==> src/rtl/ice_pkg.sv <==
package ice_pkg;

    localparam int unsigned ByteW = 8;
    localparam int unsigned WordW = 16;

    typedef struct packed {
        logic [WordW-1:0] checksum_value;
        logic             mismatch;
    } t_result;

    typedef struct packed {
        logic    valid;
        t_result data;
    } t_result_beat;

    function automatic logic [WordW-1:0] add_end_around(
        input logic [WordW-1:0] a,
        input logic [WordW-1:0] b
    );
        logic [WordW:0] t;
        logic [WordW:0] u;
        t = {1'b0, a} + {1'b0, b};
        u = {1'b0, t[WordW-1:0]} + {{WordW{1'b0}}, t[WordW]};
        return u[WordW-1:0];
    endfunction

endpackage

==> src/rtl/ice_accum.sv <==
module ice_accum
    import ice_pkg::*;
(
    input  logic             i_clk,
    input  logic             i_rst_n,
    input  logic             i_fire,
    input  logic [ByteW-1:0] i_data_byte,
    input  logic             i_is_check_field,
    input  logic             i_is_last,
    output t_result_beat     o_result
);

    logic [WordW-1:0] r_running_sum;
    logic [WordW-1:0] n_running_sum;
    logic             r_odd_phase;
    logic             n_odd_phase;
    logic [ByteW-1:0] r_held_high_byte;
    logic [ByteW-1:0] n_held_high_byte;
    logic [WordW-1:0] r_captured_check;
    logic [WordW-1:0] n_captured_check;

    logic [ByteW-1:0] eff;
    logic [WordW-1:0] sum_upd;
    logic [WordW-1:0] csum;

    always_comb begin
        eff              = i_is_check_field ? '0 : i_data_byte;
        n_captured_check = r_captured_check;
        n_odd_phase      = r_odd_phase;
        n_held_high_byte = r_held_high_byte;
        sum_upd          = r_running_sum;
        if (i_is_check_field) begin
            n_captured_check = {r_captured_check[ByteW-1:0], i_data_byte};
        end
        if (r_odd_phase) begin
            sum_upd          = add_end_around(r_running_sum, {r_held_high_byte, eff});
            n_odd_phase      = 1'b0;
            n_held_high_byte = '0;
        end else if (i_is_last) begin
            sum_upd = add_end_around(r_running_sum, {eff, {ByteW{1'b0}}});
        end else begin
            n_held_high_byte = eff;
            n_odd_phase      = 1'b1;
        end
        csum          = ~sum_upd;
        n_running_sum = sum_upd;

        o_result.valid               = i_fire && i_is_last;
        o_result.data.checksum_value = csum;
        o_result.data.mismatch       = (n_captured_check != csum);

        if (i_is_last) begin
            n_running_sum    = '0;
            n_odd_phase      = 1'b0;
            n_held_high_byte = '0;
            n_captured_check = '0;
        end
    end

    always_ff @(posedge i_clk) begin
        if (!i_rst_n) begin
            r_running_sum    <= '0;
            r_odd_phase      <= 1'b0;
            r_held_high_byte <= '0;
            r_captured_check <= '0;
        end else if (i_fire) begin
            r_running_sum    <= n_running_sum;
            r_odd_phase      <= n_odd_phase;
            r_held_high_byte <= n_held_high_byte;
            r_captured_check <= n_captured_check;
        end
    end

endmodule

==> src/rtl/ice_out_reg.sv <==
module ice_out_reg
    import ice_pkg::*;
(
    input  logic         i_clk,
    input  logic         i_rst_n,
    input  t_result_beat i_result,
    input  logic         i_m_tready,
    output logic         o_can_load,
    output logic         o_m_tvalid,
    output t_result      o_data
);

    logic    r_valid;
    t_result r_data;

    assign o_can_load = !r_valid || i_m_tready;
    assign o_m_tvalid = r_valid;
    assign o_data     = r_data;

    always_ff @(posedge i_clk) begin
        if (!i_rst_n) begin
            r_valid <= 1'b0;
        end else if (o_can_load) begin
            r_valid <= i_result.valid;
        end
    end

    always_ff @(posedge i_clk) begin
        if (o_can_load && i_result.valid) begin
            r_data <= i_result.data;
        end
    end

endmodule

==> src/rtl/internet_checksum_engine_unit.sv <==
// Internet checksum engine: ones' complement sum over a byte stream.
// Input channel (s side): one byte per beat in wire order. tdata carries the
// byte, tuser flags a byte of the stored checksum field (summed as zero and
// captured), and tlast marks the final byte of the covered region.
// Output channel (m side): one beat per region, sent after its last byte.
// tdata carries the complemented 16-bit sum with the first wire byte in the
// upper half; tuser is set when the captured field differs from that sum.
// Throughput is one byte per cycle while tready is high: the word add with
// end-around carry and the final compare complete in the cycle the byte is
// accepted. The result beat sits in a single output register and appears
// in the cycle after the last byte is accepted.
// Reset clears the running sum, byte phase, captured field and the output
// valid flag; accumulation resumes with a high byte.
// When the receiver stalls, input is still taken until a result waits in
// the output register; tready then drops until that result is taken.
module internet_checksum_engine_unit
    import ice_pkg::*;
(
    input  logic             i_clk,
    input  logic             i_rst_n,
    input  logic             i_s_tvalid,
    output logic             o_s_tready,
    input  logic [ByteW-1:0] i_s_tdata,  // [7:0] data_byte
    input  logic             i_s_tuser,  // [0] is_check_field
    input  logic             i_s_tlast,  // is_last
    output logic             o_m_tvalid,
    input  logic             i_m_tready,
    output logic [WordW-1:0] o_m_tdata,  // [15:0] checksum_value
    output logic             o_m_tuser   // [0] mismatch
);

    logic         fire;
    logic         can_load;
    t_result_beat result;
    t_result      out_data;

    assign o_s_tready = can_load;
    assign fire       = i_s_tvalid && can_load;

    ice_accum u_accum (
        .i_clk            (i_clk),
        .i_rst_n          (i_rst_n),
        .i_fire           (fire),
        .i_data_byte      (i_s_tdata),
        .i_is_check_field (i_s_tuser),
        .i_is_last        (i_s_tlast),
        .o_result         (result)
    );

    ice_out_reg u_out_reg (
        .i_clk      (i_clk),
        .i_rst_n    (i_rst_n),
        .i_result   (result),
        .i_m_tready (i_m_tready),
        .o_can_load (can_load),
        .o_m_tvalid (o_m_tvalid),
        .o_data     (out_data)
    );

    assign o_m_tdata = out_data.checksum_value;
    assign o_m_tuser = out_data.mismatch;

endmodule

==> config.mk <==
export PLATFORM = sky130hd
export DESIGN_NAME = internet_checksum_engine_unit
export DESIGN_NICKNAME = d
export VERILOG_FILES = /design/src/rtl/ice_pkg.sv /design/src/rtl/ice_accum.sv /design/src/rtl/ice_out_reg.sv /design/src/rtl/internet_checksum_engine_unit.sv
export SDC_FILE = /design/constraint.sdc
export NUM_CORES = 1
export LEC_CHECK = 0
export BUFFER_PORTS_ARGS = -buffer_cell sky130_fd_sc_hd__buf_4
export CAP_MARGIN = 20
export CORE_ASPECT_RATIO = 0.5
export CORE_MARGIN = 1.5
export CORE_UTILIZATION = 30
export CTS_BUF_LIST = sky130_fd_sc_hd__clkbuf_2
export CTS_CLUSTER_DIAMETER = 40
export DETAILED_ROUTE_END_ITERATION = 16
export MAX_ROUTING_LAYER = met4
export SLEW_MARGIN = 25
export SYNTH_ARGS = -nofsm -noshare
export SYNTH_HDL_FRONTEND = slang
export SYNTH_SLANG_ARGS = --single-unit
==> constraint.sdc <==
create_clock -name i_clk -period 18.7 [get_ports i_clk]
set_clock_uncertainty 0.1 [all_clocks]
set_input_delay 0 -clock i_clk [delete_from_list [all_inputs] [get_ports i_clk]]
set_output_delay 0 -clock i_clk [all_outputs]
set_load 0.005 [all_outputs]
==> impl_metrics.env <==
export IMPL_rsz0062_at_grt="false"
export IMPL_timing_hold_ws_ns=0.156
export IMPL_synth_most_common_cell="nand2_1"
export IMPL_max_cap_violations=0
export IMPL_critical_path_max_stage_delay_ns=0.52
export IMPL_utilization_pct=34.5
export IMPL_synthFlopType="dfxtp_1"
export IMPL_cts_sinks=59
export IMPL_slew_viol_final=0
export IMPL_grt_start_max_net_pins=60
export IMPL_crit_end="u_out_reg.o_data[0]"
export IMPL_multi_input_comb_area_mm2=0.00409
export IMPL_yosysUniqueCellTypes=90
export IMPL_fin_area_mm2=0.00640
export IMPL_stdcell_count=962
export IMPL_power_switching_mw=0.105
export IMPL_synth_top_cell_area_share_pct=14.7
export IMPL_dp_cells=926
export IMPL_drcViolationCount=0
export IMPL_p_seq_share_pct=46.4
export IMPL_crit_cells=22
export IMPL_htree_levels=3
export IMPL_port_buffers=32
export IMPL_pin_count=33
export IMPL_p_per_area_mw_per_mm2=46.9
export IMPL_clock_fmax_mhz=152
export IMPL_ys_warn_count=0
export IMPL_synth_area_top_cells="dfxtp_1 (15%), edfxtp_1 (8.9%), xnor2_1 (6.4%)"
export IMPL_relSlewSlack_pct=35.1
export IMPL_min_path_cells=4
export IMPL_area_delta_synth_final_pct=11.6
export IMPL_synth_compound_area_share_pct=25.7
export IMPL_core_mm2=0.0186
export IMPL_synth_xor_area_share_pct=13.4
export IMPL_die_w_um=199
export IMPL_synth_seq_area_share_pct=23.5
export IMPL_p_int_mw=0.196
export IMPL_first_pass_iters=8
export IMPL_die_area_mm2=0.0200
export IMPL_synthAdderAreaFrac_pct=3.84
export IMPL_synth_common_cells="nand2_1 (49), dfxtp_1 (42), xnor2_1 (42)"
export IMPL_swShare_pct=34.8
export IMPL_ys_ff_latch=59
export IMPL_dp_final_hpwl_um=13900
export IMPL_fin_crit_sh_pct=35.3
export IMPL_rr_worst_depth=22
export IMPL_root_buffer="clkbuf_2"
export IMPL_wire_per_inst_um=19.3
export IMPL_die_height_um=101
export IMPL_crit_required_ns=18.91
export IMPL_seqCellArea_mm2=0.00135
export IMPL_cts_buffers=9
export IMPL_synth_async_reset_ratio_pct=0
export IMPL_finalHoldViolCount=0
export IMPL_synth_top_family_by_area="compound AO/OA/AOI/OAI gates"
export IMPL_syn_nets=708
export IMPL_clk_pin_slew_ns=0.21
export IMPL_grt_pass1_vias=5001
export IMPL_hp_class="primary input to flip-flop"
export IMPL_setup_tns_ns=0
export IMPL_yosys_area_share_simple_pct=24.1
export IMPL_pwr_share_clk_pct=29.4
export IMPL_start_util_pct=30.9
export IMPL_endpoint_kind="flip-flop"
export IMPL_drive_above_1_share_pct=11.7
export IMPL_gp_congestion=0.923
export IMPL_path_max_fanout=5
export IMPL_cts_tree="yes"
export IMPL_synth_avg_cell_area_um2=8.46
export IMPL_overflow=0
export IMPL_yosysTopAreaCell="dfxtp_1"
export IMPL_drtIter0Drc=644
export IMPL_synthCells=678
export IMPL_worst_path_max_delay_cell="or4b_1"
export IMPL_synth_mux_area_share_pct=4.27
export IMPL_clkLatencyLatePin_ns=0.54
export IMPL_pre_cts_ws_ns=12.05
export IMPL_setup_slack_ns=12.11
export IMPL_clockBufferDepth=2
export IMPL_r2r_slack_ns=12.11
export IMPL_netlist_area_mm2=0.00574
export IMPL_rows=35
export IMPL_status="finished clean"
export IMPL_r2r_start="u_accum.r_running_sum[8]"
export IMPL_vdd_drop_max_mv=0.0201
export IMPL_p_total_mw=0.301
export IMPL_startpoint="u_accum.r_running_sum[8]"
export IMPL_path_cells="ha_1, ha_1, o21ai_0, o21ai_0, o31ai_1, a221oi_1, a311oi_1, maj3_1, o21ai_0, ha_1, ha_1, nand4_1, nor3_1, o21ai_0, a31oi_1, o31ai_1, a311oi_1, o211ai_1, a2111oi_2, o211ai_1, or4b_1, a221o_1"
export IMPL_ant_nets=0
export IMPL_nFillCells=1971
export IMPL_grt_use_total_pct=19.7
export IMPL_crit_arrival_ns=6.81
export IMPL_p_comb_share_pct=24.2
export IMPL_worst_slew_pin_slew_ns=0.970
export IMPL_crit_buf_inv=0
export IMPL_layout_nets=727
export IMPL_antenna_found_initial=1
export IMPL_leakagePower_nw=2.32
export IMPL_detail_route_vias_per_cell=5.58
export IMPL_start_kind="flip-flop"
export IMPL_finalSetupViolCount=0
export IMPL_period_minus_slack_ns=6.59
export IMPL_drt_total_wl_um=18600
export IMPL_critPathTopFamily="compound AO/OA/AOI/OAI gates"
export IMPL_r2r_end="u_out_reg.o_data[0]"
export IMPL_grt_pass1_wl_um=29200
export IMPL_post_dp_cell_area_mm2=0.00609
export IMPL_num_vias=5367
export IMPL_path_class="flip-flop to flip-flop"
export IMPL_synth_edff_count=17
[registers in the layout, summed over array words and instances, names as in the netlist]
name	flops
u_accum.r_held_high_byte	8
u_accum.r_captured_check	16
u_out_reg.o_m_tvalid	1
u_out_reg.o_data	17
u_accum.r_odd_phase	1
u_accum.r_running_sum	16
[worst min-delay path by stage]
stage                  from                           to  slack (ns)
2_1_floorplan       i_rst_n    u_accum.r_running_sum[11]        0.03
4_1_cts           i_s_tuser  u_accum.r_held_high_byte[2]        0.12
3_5_place_dp   i_s_tdata[0]  u_accum.r_captured_check[0]        0.22
6_report          i_s_tuser  u_accum.r_held_high_byte[2]        0.16
3_3_place_gp   i_s_tdata[0]  u_accum.r_captured_check[0]        0.22
5_1_grt           i_s_tuser  u_accum.r_held_high_byte[2]        0.20
[area by class of cell]
cell class,count,share of cell area (%)
inverter,14,0.821
antenna,1,0.0391
sequential,59,21.1
timing repair buffer,55,7.19
tap,259,5.06
multi-input combinational,558,63.9
clock inverter,7,1.21
clock buffer,9,0.703
[timing repair]
action / 4_1_cts / 5_1_grt
gates resized for setup: 0 / 0
hold endpoints to repair: 43 / 0
hold buffers: 19 / 0
setup buffers: 0 / 0
[per-layer routing]
metal | GRT usage [%] | up-vias | share of wire, %
li1 | - | 2576 | -
met1 | 27.9 | 2568 | 50
met2 | 28.8 | 196 | 42
met3 | 3.38 | 27 | 6.6
met4 | 5.48 | 0 | 2.0
met5 | - | - | 0
[layout by cell type (no fill, tap or decap), drive strengths merged, types with 11 or more instances in the layout]
cell type and instances:
a21oi 30, a22oi 26, and2 20, buf 36, dfxtp 42, dlygate4sd3 19, edfxtp 17, ha 16
inv 13, mux2i 20, nand2 49, nand2b 11, nand3 20, nor2 36, nor2b 40, nor3 17
o21ai 36, xnor2 43, xor2 18
[power groups by stage]
stage	Combinational, mW	Clock, mW	Sequential (mW)
finish	0.0728	0.0885	0.139
floorplan	0.0508	0	0.140
global route	0.0787	0.0961	0.140
detailed placement	0.0690	0	0.142
global placement	0.0687	0	0.142
CTS	0.0719	0.0910	0.139
[cell families (layout without fill, tap and decap cells)]
kind of cell               count (synthesis)  count (layout)
AOI/OAI and AO/OA                        201             201
xor gates and xnor gates                  71              71
adders and majority gates                 18              18
buffers and inverters                     61              85
DFF                                       59              59
muxes                                     24              24
other                                      0               1
and+or+nand+nor                          244             244
[worst reg2reg max path: stages, from the launching register on]
cell,delay (ns)
dfxtp_1,0.51
ha_1,0.27
ha_1,0.25
o21ai_0,0.10
o21ai_0,0.12
o31ai_1,0.13
a221oi_1,0.38
a311oi_1,0.16
maj3_1,0.39
o21ai_0,0.27
ha_1,0.27
ha_1,0.23
nand4_1,0.15
nor3_1,0.47
o21ai_0,0.22
a31oi_1,0.26
o31ai_1,0.09
a311oi_1,0.43
o211ai_1,0.17
a2111oi_2,0.47
o211ai_1,0.14
or4b_1,0.52
a221o_1,0.27
No activity file was read; power rests on OpenSTA's default activity.
